`config.mk`:
```
export PLATFORM = sky130hd
export DESIGN_NAME = gld_front
export DESIGN_NICKNAME = d
export VERILOG_FILES = /design/src/rtl/gld_pkg.sv /design/src/rtl/gld_front.sv
export SDC_FILE = /design/constraint.sdc
export NUM_CORES = 1
export LEC_CHECK = 0
export BUFFER_PORTS_ARGS = -buffer_cell sky130_fd_sc_hd__buf_2
export CORE_ASPECT_RATIO = 1.2
export CORE_MARGIN = 2
export CORE_UTILIZATION = 40
export CTS_CLUSTER_DIAMETER = 80
export DETAILED_ROUTE_END_ITERATION = 8
export GPL_ROUTABILITY_DRIVEN = 1
export PLACE_DENSITY = 0.66
export SLEW_MARGIN = 5
export SYNTH_ARGS = -nofsm -noshare
export SYNTH_HDL_FRONTEND = slang
export SYNTH_SLANG_ARGS = --single-unit
```
`constraint.sdc`:
```
create_clock -name clk -period 1.5 [get_ports clk]
set_input_delay 0.15 -clock clk [delete_from_list [all_inputs] [get_ports clk]]
set_output_delay 0.15 -clock clk [all_outputs]
set_load 0.02 [all_outputs]
```
`src/rtl/gld_pkg.sv`:
```
package gld_pkg;

  localparam int TableEntries = 4096;
  localparam int MaxCodeBits = 12;
  localparam int StackDepth = 4096;
  localparam int CodeW = 13;
  localparam int TabAw = 12;
  localparam int StkAw = 12;
  localparam int SpW = 13;

  localparam logic [1:0] ACT_SUPPLY = 2'd0;
  localparam logic [1:0] ACT_PULL = 2'd1;
  localparam logic [1:0] ACT_START = 2'd2;
  localparam logic [1:0] ACT_NONE = 2'd3;

  localparam logic [2:0] ST_PIXEL = 3'd0;
  localparam logic [2:0] ST_NEED = 3'd1;
  localparam logic [2:0] ST_END = 3'd2;
  localparam logic [2:0] ST_EXHAUSTED = 3'd3;
  localparam logic [2:0] ST_CORRUPT = 3'd4;
  localparam logic [2:0] ST_FULL = 3'd5;

  localparam logic [1:0] PH_FRESH = 2'd0;
  localparam logic [1:0] PH_RUN = 2'd1;
  localparam logic [1:0] PH_END = 2'd2;
  localparam logic [1:0] PH_BAD = 2'd3;

  localparam logic [1:0] CMD_SUPPLY = 2'd0;
  localparam logic [1:0] CMD_PULL = 2'd1;
  localparam logic [1:0] CMD_START = 2'd2;

  localparam logic [3:0] REG_MIN_CODE_SIZE = 4'd0;

  typedef struct packed {
    logic [1:0] cmd;
    logic [7:0] data_byte;
    logic [3:0] size;
  } cmd_t;

  localparam int QDepth = 2;
  localparam int QAw = 1;

endpackage

```
`src/rtl/gld_front.sv`:
```
module gld_front (
  input  logic clk,
  input  logic rst,
  input  logic [1:0] action,
  input  logic [7:0] data_byte,
  input  logic in_valid,
  output logic in_ready,
  input  logic [3:0] min_code_size,
  output logic q_valid,
  input  logic q_ready,
  output gld_pkg::cmd_t q_cmd
);
  gld_pkg::cmd_t mem [gld_pkg::QDepth];
  logic [gld_pkg::QAw-1:0] wr_ptr;
  logic [gld_pkg::QAw-1:0] rd_ptr;
  logic [gld_pkg::QAw:0] fill;
  logic push_en;
  logic pop_en;
  logic [3:0] sat_size;

  always_comb begin
    sat_size = min_code_size;
    if (min_code_size < 4'd2) sat_size = 4'd2;
    if (min_code_size > 4'd8) sat_size = 4'd8;
  end

  assign in_ready = (fill != (gld_pkg::QAw+1)'(gld_pkg::QDepth));
  assign push_en = in_valid && in_ready && (action != gld_pkg::ACT_NONE);
  assign q_valid = (fill != '0);
  assign pop_en = q_valid && q_ready;
  assign q_cmd = mem[rd_ptr];

  always_ff @(posedge clk) begin
    if (push_en) begin
      mem[wr_ptr].cmd <= action;
      mem[wr_ptr].data_byte <= data_byte;
      mem[wr_ptr].size <= sat_size;
    end
    if (rst) begin
      wr_ptr <= '0;
      rd_ptr <= '0;
      fill <= '0;
    end else begin
      if (push_en) wr_ptr <= wr_ptr + 1'b1;
      if (pop_en) rd_ptr <= rd_ptr + 1'b1;
      fill <= fill + (gld_pkg::QAw+1)'(push_en) - (gld_pkg::QAw+1)'(pop_en);
    end
  end
endmodule

```
==> results.yml <==
synthesis:
  yosys_warnings: 0
  ys_seq_elements: 33
  synthXorXnorAreaFrac: 0.0135
  synth_compound_area_frac: 0.0106
  synthAdderAreaFrac: 0.0193
  netlist_instances: 76
  ys_types: 21
  synth_top_family_by_area: "multiplexers"
  netlist_area_sq_mm: 0.00130
  yosys.area_share.simple: 0.0790
  yosysSeqAreaShare: 0.724
  synth_nets: 96
  synth_mux_area_frac: 0.133
  postSynthAreaPerCell_sq_um: 17.1
critical_path:
  worst_setup_path_start_kind: "flop"
  crit_chain: "nand2b_4 -> nand3_4 -> ha_4 -> inv_4 -> ha_4 -> xor2_2 -> and2_4 -> nor3_2"
  arrival_ns: 1.74
  end_kind: "flop"
  cpMostUsedCell: "ha_4"
  cp_num_cells: 8
  critical-path-top-delay-family: "simple AND/OR/NAND/NOR gates"
  timing_worst_setup_path_type: "reg2reg"
  max_stage_delay_ns: 0.37
  cpMaxStageDelayCell: "dfxtp_4"
  cp_data_required_time_ns: 1.74
  cp_max_fo: 4
  critical_path_buf_inv_count: 1
  reg2regPathDepth: 8
floorplan:
  fp-row-count: 22
  die_x_um: 56.0
  fp.dieH_um: 66.4
  dieArea_sq_mm: 0.00372
  core_sq_mm: 0.00308
  top_level_ports: 34
  start_util: 0.421
timing:
  rsz0062_at_grt: "true"
  finalWorstSetupSlack_ns: -0.00363
  max_freq_mhz: 665
  slew_headroom: 0.861
  period_share: 1.00
  finalSetupViolations: 1
  skew_ns: 0.0174
  period_needed_ns: 1.50
  drv_slew: 0
  hold_viol_final: 0
  worstMarginPinSlew_ns: 0.208
  holdWs_ns: 0.0427
routing:
  ant_nets: 0
  drc: 0
  routedWlPerCell_um: 13.8
  wl_um: 2350
  drt-met1-wl_um: 892
  dr_wl_met3_um: 138
  drt_iter0_drc: 12
  top_layer: "met3"
  vias: 795
  viasPerCell: 4.68
  wl_met2_um: 1320
  dr.pass1.iters: 3
global_route:
  antenna_found_initial: 0
  first_global_vias: 784
  grt_overflow: 0
  grt_max_degree: 15
  grt_pass1_wl_um: 3580
  grt_usage: 0.132
clock_tree:
  cts_tree: "built"
  cts_buffers: 5
  h-tree-depth: 2
  clk_path_buf_depth: 2
  clockRootBuffer: "clkbuf_4"
  clk_latency_ns: 0.33
  clkSinkCount: 33
  clk_pin_slew_worst_paths_ns: 0.09
worst_hold_path:
  hold_class: "in2reg"
  min_path_cells: 1
layout:
  n_fill_cell: 269
  area_growth_pct: 37.5
  fin_nets: 153
  insertedDiodeCount: 0
  drive_gt1_frac: 0.575
pwr:
  power_mw: 2.91
  leakage_nw: 0.705
  ir_worst_vdd_mv: 0.974
  cellPowerDensity_mw_per_mm2: 1630
outcome:
  outcome: "finished, violations left"
  violations: "setup timing"
placed_design:
  place_congestion: 0.667
  io_buffer_count: 33
  hpwl_um: 1600
job:
  drv_cap: 0
==> repair_timing <==
action / in CTS / in global routing
setup endpoints to repair: 15 / 15
buffers inserted: 1 / 1
hold buffers: 4 / 4
cloned: 0 / 1
pin swaps: 3 / 3
gates resized for setup: 3 / 11
endpoints found under the hold margin: 8 / 8
==> cell usage after synthesis <==
cell	n	area, sq um
a21oi_1	1	5.00
and2_1	1	6.26
mux2_4	1	15.0
clkbuf_1	1	3.75
nand2_1	1	3.75
edfxtp_1	28	841
nor2b_1	2	12.5
ha_1	2	25.0
xnor2_1	1	8.76
nor3_1	1	5.00
nor3b_1	1	7.51
or2_2	1	6.26
nand2b_4	1	13.8
nand3_4	1	17.5
nor2_1	8	30.0
inv_1	3	11.3
o21a_2	1	8.76
mux2_2	14	158
dfxtp_1	5	100
buf_6	1	11.3
xor2_1	1	8.76
==> registers in the layout, summed over array words and instances (netlist names), named ones only <==
register,cells
wr_ptr,1
fill,2
rd_ptr,1
mem,28
==> worst reg2reg max path: stages (launching register included) <==
cell and delay, ns:
dfxtp_4 0.37, nand2b_4 0.13, nand3_4 0.08, ha_4 0.28
inv_4 0.03, ha_4 0.15, xor2_2 0.14, and2_4 0.14
nor3_2 0.11
==> cell type report <==
class,instances,area (sq um),area share
flip-flops and latches,33,947,0.530
multi-input cells,38,378,0.212
repair buffers,52,353,0.198
clock buffers,7,45.0,0.0252
well taps,36,45.0,0.0252
inverters,3,13.8,0.00771
clock inverters,1,3.75,0.00210
==> routing by layer <==
layer	vias up	track usage
met4	0	0.0446
met1	381	0.140
met5	-	0
met2	22	0.231
met3	0	0.0626
li1	392	-
==> per-stage QoR <==
| stage | utilization | setup WS [ns] | cells | TNS, ns | instance area [sq um] |
|---|---|---|---|---|---|
| after global routing | 0.579 | -0.0652 | 170 | -0.441 | 1790 |
| after detailed placement | 0.504 | -0.0629 | 151 | -0.0629 | 1560 |
| after global placement | 0.504 | 0.0161 | 151 | 0 | 1560 |
| after CTS | 0.538 | -0.0556 | 164 | -0.0805 | 1660 |
| after floorplan | - | -0.0910 | 76 | -2.56 | 1300 |
| final | 0.579 | -0.00363 | 170 | -0.00363 | 1790 |
==> power by group <==
group	switching [mW]	leakage [nW]	internal [mW]	total [mW]
combinational	0.594	0.375	0.621	1.22
sequential	0.0773	0.303	1.17	1.25
clock	0.266	0.0269	0.180	0.446
total	0.937	0.705	1.97	2.91
==> kinds of logic after synthesis <==
group | Yosys count
AOI/OAI and AO/OA | 2
xor gates and xnor gates | 2
adders and majority gates | 2
buffers and inverters | 5
DFF | 33
muxes | 15
and+or+nand+nor | 17
==> final timing paths <==
check,startpoint,to,slack (ns)
worst max-delay path,fill[0],fill[1],-0.004
worst min-delay path,action[0],mem[0][12],0.04
worst max register to register,fill[0],fill[1],-0.004
worst min register to register,rd_ptr,flop,0.52
==> cell usage in the layout (no fill, tap or decap), types with 2 or more instances in the layout <==
master and count:
dfxtp_1 2, edfxtp_1 28, clkbuf_4 5, inv_1 2, nor2_1 8, nor2b_1 2
dlygate4sd3_1 8, buf_4 9, clkbuf_1 2, buf_2 33, ha_4 2, mux2_2 14
dfxtp_2 2
No activity file was read; power rests on OpenSTA's default activity.
